--- config.mk ---
export PLATFORM = sky130hd
export DESIGN_NAME = scr_ctrl
export DESIGN_NICKNAME = d
export VERILOG_FILES = /design/src/scr_pkg.sv /design/src/scr_ctrl.sv
export SDC_FILE = /design/constraint.sdc
export NUM_CORES = 1
export LEC_CHECK = 0
export ABC_CLOCK_PERIOD_IN_PS = 1520
export BUFFER_PORTS_ARGS = -buffer_cell sky130_fd_sc_hd__buf_4
export CORE_AREA = 2 2 39 41
export DETAILED_ROUTE_END_ITERATION = 6
export DIE_AREA = 0 0 41 43
export HOLD_SLACK_MARGIN = 0.12
export MAX_ROUTING_LAYER = met4
export SYNTH_ARGS = -nofsm -noshare
export SYNTH_HDL_FRONTEND = slang
export SYNTH_SLANG_ARGS = --single-unit
--- constraint.sdc ---
create_clock -name clock -period 1.52 [get_ports clock]
set_input_delay 0.228 -clock clock [delete_from_list [all_inputs] [get_ports clock]]
set_output_delay 0.228 -clock clock [all_outputs]
set_load 0.02 [all_outputs]
--- src/scr_pkg.sv ---
package scr_pkg;

   localparam int MAX_DIMS  = 8;
   localparam int COORD_W   = 32;
   localparam int VALUE_W   = 64;
   localparam int KEY_W     = 64;
   localparam int NDIM_W    = 4;
   localparam int DIDX_W    = 3;
   localparam int CSR_IDX_W = 3;
   localparam int CSR_DAT_W = 32;

   localparam logic [CSR_IDX_W-1:0] CSR_DIM_COUNT = 3'd0;

   typedef enum logic [3:0] {
      DP_NOP,
      DP_LOAD,
      DP_SMUL_LO,
      DP_SMUL_HI,
      DP_SFIX,
      DP_CMUL_LO,
      DP_CMUL_HI,
      DP_KFIX,
      DP_INS_RD,
      DP_INS_MOVE,
      DP_INS_PUT,
      DP_COMMIT,
      DP_EMIT_RD,
      DP_EMIT_SLOT,
      DP_EMIT_LOAD,
      DP_EMIT_NEXT
   } dp_op_type;

   typedef struct packed {
      dp_op_type op;
   } dp_cmd_type;

   typedef struct packed {
      logic full;
      logic last;
      logic dim_zero;
      logic pos_zero;
      logic key_gt;
      logic k_last;
   } dp_status_type;

endpackage

--- src/scr_ctrl.sv ---
module scr_ctrl (
   input  logic                  clock,
   input  logic                  reset,
   input  logic                  req_valid,
   output logic                  req_stall,
   output logic                  rsp_valid,
   input  logic                  rsp_stall,
   input  scr_pkg::dp_status_type status,
   output scr_pkg::dp_cmd_type   cmd
);
   import scr_pkg::*;

   typedef enum logic [3:0] {
      ST_IDLE,
      ST_KCHK,
      ST_SMUL_LO,
      ST_SMUL_HI,
      ST_SFIX,
      ST_CMUL_LO,
      ST_CMUL_HI,
      ST_KFIX,
      ST_INS_CHK,
      ST_INS_CMP,
      ST_COMMIT,
      ST_EMIT_RD,
      ST_EMIT_SLOT,
      ST_EMIT_LOAD,
      ST_EMIT_WAIT
   } state_type;

   state_type state_ff, state_in;

   always_comb begin
      state_in = state_ff;
      cmd.op   = DP_NOP;
      case (state_ff)
         ST_IDLE: begin
            if (req_valid) begin
               if (!status.full) begin
                  cmd.op   = DP_LOAD;
                  state_in = ST_KCHK;
               end else if (status.last) begin
                  // store full: drop the entry, still flush
                  state_in = ST_EMIT_RD;
               end
            end
         end
         ST_KCHK:    state_in = status.dim_zero ? ST_INS_CHK : ST_SMUL_LO;
         ST_SMUL_LO: begin cmd.op = DP_SMUL_LO; state_in = ST_SMUL_HI; end
         ST_SMUL_HI: begin cmd.op = DP_SMUL_HI; state_in = ST_SFIX;    end
         ST_SFIX:    begin cmd.op = DP_SFIX;    state_in = ST_CMUL_LO; end
         ST_CMUL_LO: begin cmd.op = DP_CMUL_LO; state_in = ST_CMUL_HI; end
         ST_CMUL_HI: begin cmd.op = DP_CMUL_HI; state_in = ST_KFIX;    end
         ST_KFIX:    begin cmd.op = DP_KFIX;    state_in = ST_KCHK;    end
         ST_INS_CHK: begin
            if (status.pos_zero) begin
               cmd.op   = DP_INS_PUT;
               state_in = ST_COMMIT;
            end else begin
               cmd.op   = DP_INS_RD;
               state_in = ST_INS_CMP;
            end
         end
         ST_INS_CMP: begin
            if (status.key_gt) begin
               cmd.op   = DP_INS_MOVE;
               state_in = ST_INS_CHK;
            end else begin
               cmd.op   = DP_INS_PUT;
               state_in = ST_COMMIT;
            end
         end
         ST_COMMIT: begin
            cmd.op   = DP_COMMIT;
            state_in = status.last ? ST_EMIT_RD : ST_IDLE;
         end
         ST_EMIT_RD:   begin cmd.op = DP_EMIT_RD;   state_in = ST_EMIT_SLOT; end
         ST_EMIT_SLOT: begin cmd.op = DP_EMIT_SLOT; state_in = ST_EMIT_LOAD; end
         ST_EMIT_LOAD: begin cmd.op = DP_EMIT_LOAD; state_in = ST_EMIT_WAIT; end
         ST_EMIT_WAIT: begin
            if (!rsp_stall) begin
               cmd.op   = DP_EMIT_NEXT;
               state_in = status.k_last ? ST_IDLE : ST_EMIT_RD;
            end
         end
         default: state_in = ST_IDLE;
      endcase
   end

   always_ff @(posedge clock) begin
      if (reset) begin
         state_ff <= ST_IDLE;
      end else begin
         state_ff <= state_in;
      end
   end

   assign req_stall = (state_ff != ST_IDLE);
   assign rsp_valid = (state_ff == ST_EMIT_WAIT);
endmodule

==> reports/results.txt <==
R2R depth - 5
I/O Buffers - 15
Slew @ Worst Pin - 0.320 ns
H-tree depth - 1
syn avg cell area - 7.40 sq um
hold buffers post-CTS - 0
Slew HR - 0.787
NetSw - 732 uW
max reg flops - 4
Starting Density - 0.358
mapped cell area - 495 sq um
Pint - 880 uW
violated checks - negative setup slack
CP max stage delay - 0.37 ns
total power - 1.61 mW
pwr dens - 2180 mW/mm^2
FF-to-FF End - state_ff[1]
crit path cell chain - or2b_1 > a21oi_2 > nor3_2 > a21oi_2 > buf_4
met1 Use GR - 0.237
GRT Total Usage - 0.181
grt total ovfl - 0
reg2reg setup slack - 0.05 ns
Synth top area share - 0.162
vias in the first global route - 510
reg2reg start - state_ff[3]
routability-driven placement congestion ratio - 0.952
most flop-heavy register - state_ff
CP max-delay cell - dfxtp_4
status - finished with violations
CTS tree - done
fin. max-slew vios - 0
worst skew pair latency - 0.23 ns
clock root cell - clkbuf_4
ant diodes - 0
Post-DRT Antenna Nets - 0
initial drt markers - 26
Num CTS Buffers - 3
Top Registers - state_ff: 4 flops
worst path arrival time - 1.32 ns
Cell Count, Final, Fillers Out - 107
Worst Hold Path Cells - 2
hold endpoint - state_ff[2]
biggest area consumer among synthesized cells - dfxtp_1
most frequent cells in the layout - 26 x buf_4, 8 x a21oi_1, 4 x nand2_1, 4 x nor2_1, 4 x a21oi_2
final worst slack - -0.0270 ns
Ys Warns - 0
#FFs+latches synth - 4
DP Area - 621 sq um
clock skew - 0.00605 ns
Worst Path Max Fanout - 5
hold crit path type - in2reg
Placed Cells incl. Taps - 99
area grow syn2layout - 49.5%
Nets - 103
switching part of the total - 0.454
Worst Path Required - 1.29 ns
Syn Inst Count - 67
first-pass iteration count of the detailed router - 4
Most Crowded Layer GR - met2
CTS Buffer Depth - 2
initial antenna violation count - 0
syn nets - 77
wire per inst - 14.3 um
Period Utilization, post-route - 1.02
dominant cells by area after synthesis - dfxtp_1 16%, a21oi_1 12%, buf_6 6.8%
Die X - 41 um
fmax - 646 MHz
VDD IR-drop max - 0.955 mV
# setup viols final - 1
RSZ-0062 raised after global routing - yes
Crit Path Category - reg2out
total core area - 0.00138 sq mm
DIE AREA - 0.00176 sq mm
CP dominant cell by count - a21oi_2
endpoints failing hold - 0
Hold Startpoint - reset
CP startpoint kind - flop
worst hold slack - 0.180 ns
Worst-path clk slew - 0.04 ns
Distinct cells, synth - 27
Max Cap Viol - 0
sequential area share after synthesis - 0.162
HPWL after DPL - 952 um
pin count of the biggest net entering global routing - 12
Die Height - 43 um
share of layout cells above drive strength 1 - 0.571
LEAKAGE - 0.318 nW
io pins - 16
sequential share of power - 0.175
post-DR vias/cell - 5.62
met3 usage - 0.0262
floorplan row count - 14
final WL - 1.53 mm
met2 usage - 0.256
design area - 741 sq um
# DRC - 0
clk sinks - 4
Period minus WS final - 1.55 ns
Via Count - 601
most common cell after layout, fill and taps aside - buf_4
endpoint type of the worst setup path - primary output
first-pass GRT wire length - 2.13 mm
logic gate share of total power - 0.745
final setup TNS - -0.0270 ns
clock network power share - 0.080
through the flow:
stage	utilization	setup slack, ns
floorplan	-	0.0778
global placement	0.448	-0.0285
global route	0.535	-0.0837
CTS	0.505	-0.0127
detailed placement	0.448	-0.0166
finish	0.535	-0.0270
final cells by class:
type | instances | area [sq um]
Clock buffer | 3 | 22.5
Sequential cell | 4 | 92.6
Timing Repair Buffer | 28 | 218
Multi-Input combinational cell | 52 | 373
Fill cell | 138 | 643
Inverter | 4 | 15.0
Tap cell | 16 | 20.0
Yosys cell counts:
master	number
a21oi_1	12
nor2_1	5
o21ai_0	5
dfxtp_1	4
inv_1	4
nand2_1	4
buf_6	3
nand3_1	3
and3_2	2
buf_2	2
clkbuf_8	2
nor3_1	2
o21a_1	2
o221a_2	2
or2b_1	2
or2b_2	2
a211oi_2	1
a221o_1	1
a221oi_1	1
a31o_1	1
a31oi_1	1
nand2b_1	1
nor4_1	1
nor4b_1	1
nor4b_2	1
o31a_1	1
o32ai_1	1
critical path, delay by kind of cell (launching register included):
family,cells,cell delay (ns)
AND/OR/NAND/NOR,2,0.33
flip-flops,1,0.37
AO/OA/AOI/OAI,2,0.25
buffers and inverters,1,0.15
power by group through the flow:
stage	Sequential, mW	Combinational [mW]	Clock [mW]
after detailed placement	0.253	0.939	0
after floorplan	0.173	0.766	0
after CTS	0.260	1.09	0.133
final	0.282	1.20	0.129
after global routing	0.291	1.28	0.144
after global placement	0.255	0.951	0
repair_timing:
item / 4_1_cts / 5_1_grt
setup endpoints to repair: 6 / 4
hold endpoints to repair: 0 / 0
pin swaps: 2 / 1
setup buffers: 4 / 1
gates resized for setup: 10 / 11
logic make-up after synthesis:
family	after synthesis	share of synthesized area
buffers and inverters	11	0.174
DFF	4	0.162
AOI/OAI and AO/OA	28	0.376
and+or+nand+nor	24	0.288
routing by layer:
metal | vias to the layer above | wire (um)
li1 | 295 | -
met1 | 272 | 644
met2 | 28 | 746
met3 | 6 | 70
met4 | 0 | 68
met5 | - | 0
how the worst max path moves through the flow:
stage / slack, ns / to / startpoint / depth (start not counted)
floorplan: 0.08 / cmd[0] / state_ff[0] / 6
global placement: -0.03 / state_ff[1] / state_ff[3] / 4
detailed placement: -0.02 / state_ff[1] / state_ff[3] / 4
CTS: -0.01 / cmd[0] / state_ff[0] / 6
global route: -0.08 / cmd[0] / state_ff[3] / 5
finish: -0.03 / cmd[0] / state_ff[3] / 5
Power figures use the tool's default switching activity.
